`src/hdl/tdfa_pkg.sv`:
```
// Shared types and constants for the table-driven longest-match scanner.
package tdfa_pkg;

	localparam int NUM_STATES  = 16;
	localparam int NUM_SYMBOLS = 128;
	localparam int MAX_LEN     = 256;

	localparam int CMD_W = 2;
	localparam int ROW_W = 4;
	localparam int SYM_W = 7;
	localparam int VAL_W = 5;
	localparam int POS_W = 9;
	localparam int LIM_W = 8;

	localparam int TBL_DEPTH = NUM_STATES * NUM_SYMBOLS;
	localparam int TBL_AW    = ROW_W + SYM_W;

	localparam int Q_DEPTH = 4;
	localparam int Q_AW    = 2;

	localparam int IN_DATA_W  = 24;
	localparam int OUT_DATA_W = 16;

	localparam logic [CMD_W-1:0] CMD_WRITE = 2'd0;
	localparam logic [CMD_W-1:0] CMD_CHAR  = 2'd1;
	localparam logic [CMD_W-1:0] CMD_START = 2'd2;

	// Column-0 value that marks a state as accepting
	localparam logic [VAL_W-1:0] ACCEPT_MARK = 5'd1;

	typedef enum logic [1:0] {
		OP_WRITE,
		OP_CHAR,
		OP_START
	} op_kind_t;

	typedef struct packed {
		op_kind_t          kind;
		logic [SYM_W-1:0]  code;
		logic [ROW_W-1:0]  row;
		logic [SYM_W-1:0]  col;
		logic [VAL_W-1:0]  value;
	} op_t;

	typedef struct packed {
		logic valid;
		op_t  op;
	} q_head_t;

	// Last member sits in the lowest bits
	typedef struct packed {
		logic [VAL_W-1:0] end_state;
		logic [POS_W-1:0] len;
		logic             found;
	} result_t;

endpackage

```
`src/hdl/tdfa_queue.sv`:
```
// Short operation queue between the input side and the scan engine.
module tdfa_queue (
	input  logic              clk,
	input  logic              arst_n,
	input  logic              push,
	input  tdfa_pkg::op_t     op_in,
	input  logic              pop,
	output tdfa_pkg::q_head_t head,
	output logic              ready
);

	tdfa_pkg::op_t                mem_q [tdfa_pkg::Q_DEPTH];
	logic [tdfa_pkg::Q_AW-1:0]    wr_ptr_q;
	logic [tdfa_pkg::Q_AW-1:0]    rd_ptr_q;
	logic [tdfa_pkg::Q_AW:0]      count_q;

	assign ready      = count_q != (tdfa_pkg::Q_AW + 1)'(tdfa_pkg::Q_DEPTH);
	assign head.valid = count_q != '0;
	assign head.op    = mem_q[rd_ptr_q];

	// Store entries
	always_ff @(posedge clk) begin
		if (push) begin
			mem_q[wr_ptr_q] <= op_in;
		end
	end

	// Advance pointers and occupancy
	always_ff @(posedge clk or negedge arst_n) begin
		if (!arst_n) begin
			wr_ptr_q <= '0;
			rd_ptr_q <= '0;
			count_q  <= '0;
		end else begin
			if (push) begin
				wr_ptr_q <= wr_ptr_q + 1'b1;
			end
			if (pop) begin
				rd_ptr_q <= rd_ptr_q + 1'b1;
			end
			if (push && !pop) begin
				count_q <= count_q + 1'b1;
			end else if (pop && !push) begin
				count_q <= count_q - 1'b1;
			end
		end
	end

endmodule

```
`config.mk`:
```
export PLATFORM = sky130hd
export DESIGN_NAME = tdfa_queue
export DESIGN_NICKNAME = d
export VERILOG_FILES = /design/src/hdl/tdfa_pkg.sv /design/src/hdl/tdfa_queue.sv
export SDC_FILE = /design/constraint.sdc
export NUM_CORES = 1
export LEC_CHECK = 0
export ABC_AREA = 1
export BUFFER_PORTS_ARGS = -buffer_cell sky130_fd_sc_hd__buf_2
export CORE_AREA = 2 2 88 90
export DETAILED_ROUTE_END_ITERATION = 7
export DIE_AREA = 0 0 90 92
export MAX_ROUTING_LAYER = met4
export PLACE_DENSITY = 0.82
export SYNTH_ARGS = -nofsm -noshare
export SYNTH_HDL_FRONTEND = slang
export SYNTH_SLANG_ARGS = --single-unit
```
`constraint.sdc`:
```
create_clock -name clk -period 3.3 [get_ports clk]
set_input_delay 0.33 -clock clk [delete_from_list [all_inputs] [get_ports clk]]
set_output_delay 0.33 -clock clk [all_outputs]
set_load 0.01 [all_outputs]
```
==> results.yml, run 1 <==
detailed_routing:
  postRouteAntennaNets: 0
  via_per_inst: 5.03
  wl_met2_mm: 3.80
  drtIter0Drc: 220
  via_count: 2508
  wl_met1_mm: 3.20
  met3WireLength_um: 288
  wire_per_inst_um: 14.9
  top_layer: "met4"
  wl_mm: 7.44
  drc_errors: 0
  dr.pass1.iters: 4
grt:
  grt.overflow.total: 0
  grt_pass1_wl_mm: 12.1
  grt_max_degree: 103
  first_global_vias: 2534
  grt_antenna_before_repair: 0
  track_usage_pct: 19.6
yosys:
  ys_seq_area_share_pct: 72.6
  ys.flop_type: "edfxtp_1"
  synth-edff-count: 100
  netlist_top_cells_count: "edfxtp_1 (100), nand2_1 (86), inv_1 (63)"
  synth_most_common_cell: "edfxtp_1"
  synth-seq-cells: 107
  yosysWarningCount: 0
  synth_fp_nets: 375
  synthesis.area_mm2: 0.00438
  yosysTopAreaCell: "edfxtp_1"
  ys_types: 18
  syn_avg_cell_area_um2: 12.9
  synth_top_cell_area_share_pct: 68.6
  async_flop_share_pct: 6.54
  synthCells: 340
  synthTopCellsByArea: "edfxtp_1 (69%), o211ai_1 (8.6%), nand2_1 (7.4%)"
setup_path:
  max_stage_delay_ns: 0.71
  end_kind: "output pin"
  critical_path.cell_chain: "buf_4 > nand2_1 > o211ai_1 > nand2_1 > buf_2"
  cp.required_ns: 2.97
  cp_max_fo: 102
  cp_data_arrival_time_ns: 1.96
  r2r_cells: 4
  cpLargestDelayFamily: "buffers and inverters"
  cp.depth: 5
  critPathBufInv: 2
  worstSetupStartpointType: "flip-flop"
  crit_top_cell: "nand2_1"
  path_class: "reg -> out"
  cp_slowest_cell: "buf_4"
clock_tree:
  cts_root_buf: "clkbuf_8"
  tritoncts: "yes"
  numClockSinks: 107
  cts_made_buffers: 9
  htree_levels: 3
  postCtsSetupRepairBufs: 0
  clkTransAtPathRegs_ns: 0.09
  clock_path_buffers: 2
  insertion_delay_ns: 0.35
cells_and_area:
  n_antenna_cell: 0
  finalCoreUtilization_pct: 65.9
  nNetsFinal: 428
  fillers: 571
  area_growth_syn_to_layout_pct: 12.1
  drive_gt1_share_pct: 18.6
sta:
  max_freq_mhz: 437
  setup_viol: 0
  slew-limit-headroom_pct: 23.2
  fin_setup_tns_ns: 0
  skew_ns: 0.00563
  fin_crit_ns: 2.29
  fin_ws_ns: 1.01
  fin_crit_sh_pct: 69.3
  drv_slew: 0
  hold_viol_final: 0
  rsz0062_at_grt: "no"
  tightest_slew_ns: 1.15
outcome:
  status: "finished, final reports clean"
die:
  dieHeight_um: 92
  io_pins: 56
  die_area_mm2: 0.00828
  rows: 32
  die_x_um: 90
  start_util_pct: 58.8
  coreArea_mm2: 0.00745
worst_hold_path:
  holdPathStages: 2
  hp-class: "in -> reg"
power_and_ir_drop:
  leakage_uw: 0.00204
  ir_drop_mv: 0.461
  powerDensity_mw_per_mm2: 844
job:
  max_cap_viol_count: 0
placed_design:
  io_buffers: 55
  gp_congestion: 0.813
  dp_hpwl_mm: 4.45
  pre_cts_slack_ns: 1.34
[power by group]
group	switching (uW)	internal, uW
registers	79.4	1790
logic	961	490
clock network	404	418
[layout make-up]
cell class | instances | area (um^2) | share of cell area [%]
multi-input combinational | 152 | 847 | 17.3
tap | 102 | 128 | 2.60
timing repair buffer | 59 | 308 | 6.27
sequential | 107 | 3180 | 64.8
clock inverter | 6 | 81.3 | 1.66
inverter | 64 | 243 | 4.94
clock buffer | 9 | 124 | 2.52
[flip-flops by register name, summed over array words and instances (netlist names)]
register / flops
wr_ptr_q: 2
rd_ptr_q: 2
mem_q: 100
count_q: 3
[logic make-up (layout without fill, tap and decap cells)]
family          count (synthesis)  count (layout)  synth area share, %
compound gates                 52              52                 8.80
xor+xnor                        4               4                0.800
fa+ha+maj                       6               6                 1.89
buf+inv                        81             138                 8.06
flops                         107             107                 72.6
simple gates                   90              90                 7.86
[final timing paths]
path / startpoint / slack, ns / to
max in group asynchronous: arst_n / 2.82 / rd_ptr_q[0]
setup / recovery: rd_ptr_q[0] / 1.01 / head[6]
setup reg to reg: wr_ptr_q[0] / 1.35 / mem_q[2][6]
hold reg to reg: count_q[2] / 0.52 / count_q[2]
min in group asynchronous: arst_n / 0.32 / count_q[1]
hold / removal: pop / 0.18 / rd_ptr_q[0]
[stage by stage]
step / hold WS, ns / total power [uW] / area (um^2) / cells
after CTS: 0.162 / 4180 / 4910 / 499
after detailed placement: 0.170 / 3370 / 4690 / 483
after floorplan: 0.0344 / 2930 / 4380 / 340
after global routing: 0.170 / 4410 / 4910 / 499
final: 0.175 / 4140 / 4910 / 499
after global placement: 0.170 / 3300 / 4690 / 483
[metal layers]
layer,vias to the layer above,global-route usage [%]
met5,-,-
met4,0,10.5
met3,10,2.14
met2,63,32.1
met1,1173,24.4
li1,1262,-
[what timing repair did]
action	in CTS	in global routing
resized for setup	0	0
hold buffers	1	0
hold endpoints to repair	7	0
[cells in the final DEF, fill, tap and decap left out, types with 2 or more instances in the layout]
cell type,synthesis,layout
clkinv_2,0,2
clkbuf_8,0,9
nand3_1,3,3
bufinv_16,0,2
buf_4,8,3
nand2_1,86,86
dfrtp_1,7,6
ha_1,5,5
inv_1,63,63
xor2_1,3,3
o211ai_1,50,50
edfxtp_1,100,100
buf_2,7,55
Note: power is estimated with default switching activity, not from simulation.
==> inputs of run 2 (changes only) <==
CORE_AREA = 2 2 95 97   (was 2 2 88 90)
DIE_AREA = 0 0 97 99   (was 0 0 90 92)
PLACE_DENSITY = 0.75   (was 0.82)
clock period = 2 ns   (was 3.3 ns; I/O delays follow)
==> run 2 against run 1 <==
Routed wire length shrank 2.4%. Via count up 2.8%. Clock skew down 0.00064 ns. Sequential power grew 65%. Die area increased by 16%. Sequential share of layout area shrank 1.0 points. Critical path depth unchanged. Clock power up 58%. Worst hold slack worse by 0.14 ns. Worst setup slack got worse by 0.78 ns. Non-clock buffer count up 7. Largest power group unchanged.
==> results.yml, run 2 (same netlist as run 1, synthesis figures left out) <==
setup_path:
  end_kind: "output pin"
  worstSetupStartpointType: "flip-flop"
  cp.required_ns: 1.80
  cp_data_arrival_time_ns: 1.56
  path_class: "reg -> out"
  cp_max_fo: 102
  r2r_cells: 5
die:
  dieHeight_um: 99
  rows: 34
  die_area_mm2: 0.00960
  die_x_um: 97
  coreArea_mm2: 0.00855
  start_util_pct: 51.2
  io_pins: 56
detailed_routing:
  wl_met2_mm: 3.69
  wl_met1_mm: 3.07
  via_per_inst: 5.02
  drtIter0Drc: 139
  top_layer: "met4"
  drc_errors: 0
  wl_mm: 7.26
  dr.pass1.iters: 4
  met3WireLength_um: 374
  wire_per_inst_um: 14.2
  via_count: 2577
  postRouteAntennaNets: 0
job:
  max_cap_viol_count: 0
sta:
  fin_setup_tns_ns: 0
  hold_viol_final: 0
  rsz0062_at_grt: "no"
  tightest_slew_ns: 0.387
  setup_viol: 0
  fin_crit_sh_pct: 88.2
  max_freq_mhz: 567
  fin_crit_ns: 1.76
  drv_slew: 0
  skew_ns: 0.00498
  fin_ws_ns: 0.236
  slew-limit-headroom_pct: 74.2
cells_and_area:
  layout_common_cells: "edfxtp_1 (100), nand2_1 (86), inv_1 (63)"
  nNetsFinal: 435
  top_register: "mem_q"
  fillers: 695
  final_common_cell: "edfxtp_1"
  largest_reg_flops: 100
  reg_top3: "mem_q x100, count_q x3"
  n_antenna_cell: 0
  drive_gt1_share_pct: 20.2
  fin_cells: 513
  finalCoreUtilization_pct: 58.4
  area_growth_syn_to_layout_pct: 14.0
outcome:
  status: "finished, final reports clean"
power_and_ir_drop:
  powerDensity_mw_per_mm2: 1380
  finalPower_uw: 6860
  leakage_uw: 0.00208
  ir_drop_mv: 0.501
clock_tree:
  tritoncts: "yes"
  clock_path_buffers: 2
  cts_root_buf: "clkbuf_8"
  cts_made_buffers: 9
  insertion_delay_ns: 0.36
  htree_levels: 3
  numClockSinks: 107
  cts_resized: 0
  clkTransAtPathRegs_ns: 0.09
grt:
  first_global_vias: 2618
  grt.overflow.total: 0
  grt_antenna_before_repair: 0
  track_usage_pct: 17.5
  grt_pass1_wl_mm: 12.4
  grt_max_degree: 103
placed_design:
  gp_congestion: 0.886
  placedCellCount: 496
  pre_cts_slack_ns: 0.597
  dp_hpwl_mm: 4.58
  io_buffers: 55
worst_hold_path:
  holdPathStages: 2
  hp-class: "in -> reg"
==> run 2: cell count changes in the layout (fill, tap and decap cells not counted), sizes merged <==
| cell | previous run | this run |
|---|---|---|
| clkbuf | 9 | 10 |
| bufinv | 2 | 1 |
| inv | 64 | 66 |
| buf | 58 | 65 |
| clkinv | 3 | 2 |
==> run 2: repair_timing <==
action	4_1_cts	5_1_grt
hold endpoints to repair	7	0
hold buffers	1	0
setup buffers	0	0
==> run 2: metal layers <==
layer / vias to the layer above / global-route usage, %
met1: 1222 / 21.2
met5: - / -
li1: 1276 / -
met3: 7 / 3.26
met4: 0 / 8.67
met2: 72 / 28.5
==> run 2: area by class of cell <==
type / count / area, um^2 / area share (%)
flip-flops and latches: 107 / 3180 / 63.7
multi-input cells: 152 / 847 / 17.0
repair buffers: 66 / 385 / 7.72
inverters: 64 / 243 / 4.86
well taps: 108 / 135 / 2.71
clock buffers: 10 / 128 / 2.56
clock inverters: 6 / 72.6 / 1.45
==> run 2: report_power, final <==
part / internal, uW / total [uW] / switching [uW]
Sequential: 2940 / 3090 / 148
Combinational: 905 / 2480 / 1570
Clock: 592 / 1300 / 704
==> run 2: worst paths after layout <==
check / startpoint / to / slack (ns)
min reg2reg: count_q[0] / count_q[0] / 0.53
max in group asynchronous: arst_n / rd_ptr_q[0] / 1.63
min in group asynchronous: arst_n / count_q[1] / 0.19
max reg2reg: wr_ptr_q[0] / mem_q[0][23] / 0.61
max: rd_ptr_q[0] / head[18] / 0.24
min: pop / rd_ptr_q[0] / 0.04
==> run 2: worst max-delay path: stages, from the launching register on <==
cell and delay, ns:
dfrtp_2 0.38, buf_12 0.34, nand2_1 0.11, o211ai_1 0.10, nand2_1 0.10, buf_2 0.15
==> run 2: stage by stage <==
step                area (um^2)  hold slack, ns
floorplan                  4380         -0.0956
global placement           4780          0.0437
detailed placement         4780          0.0483
CTS                        4990          0.0276
global route               4990          0.0207
finish                     4990          0.0382
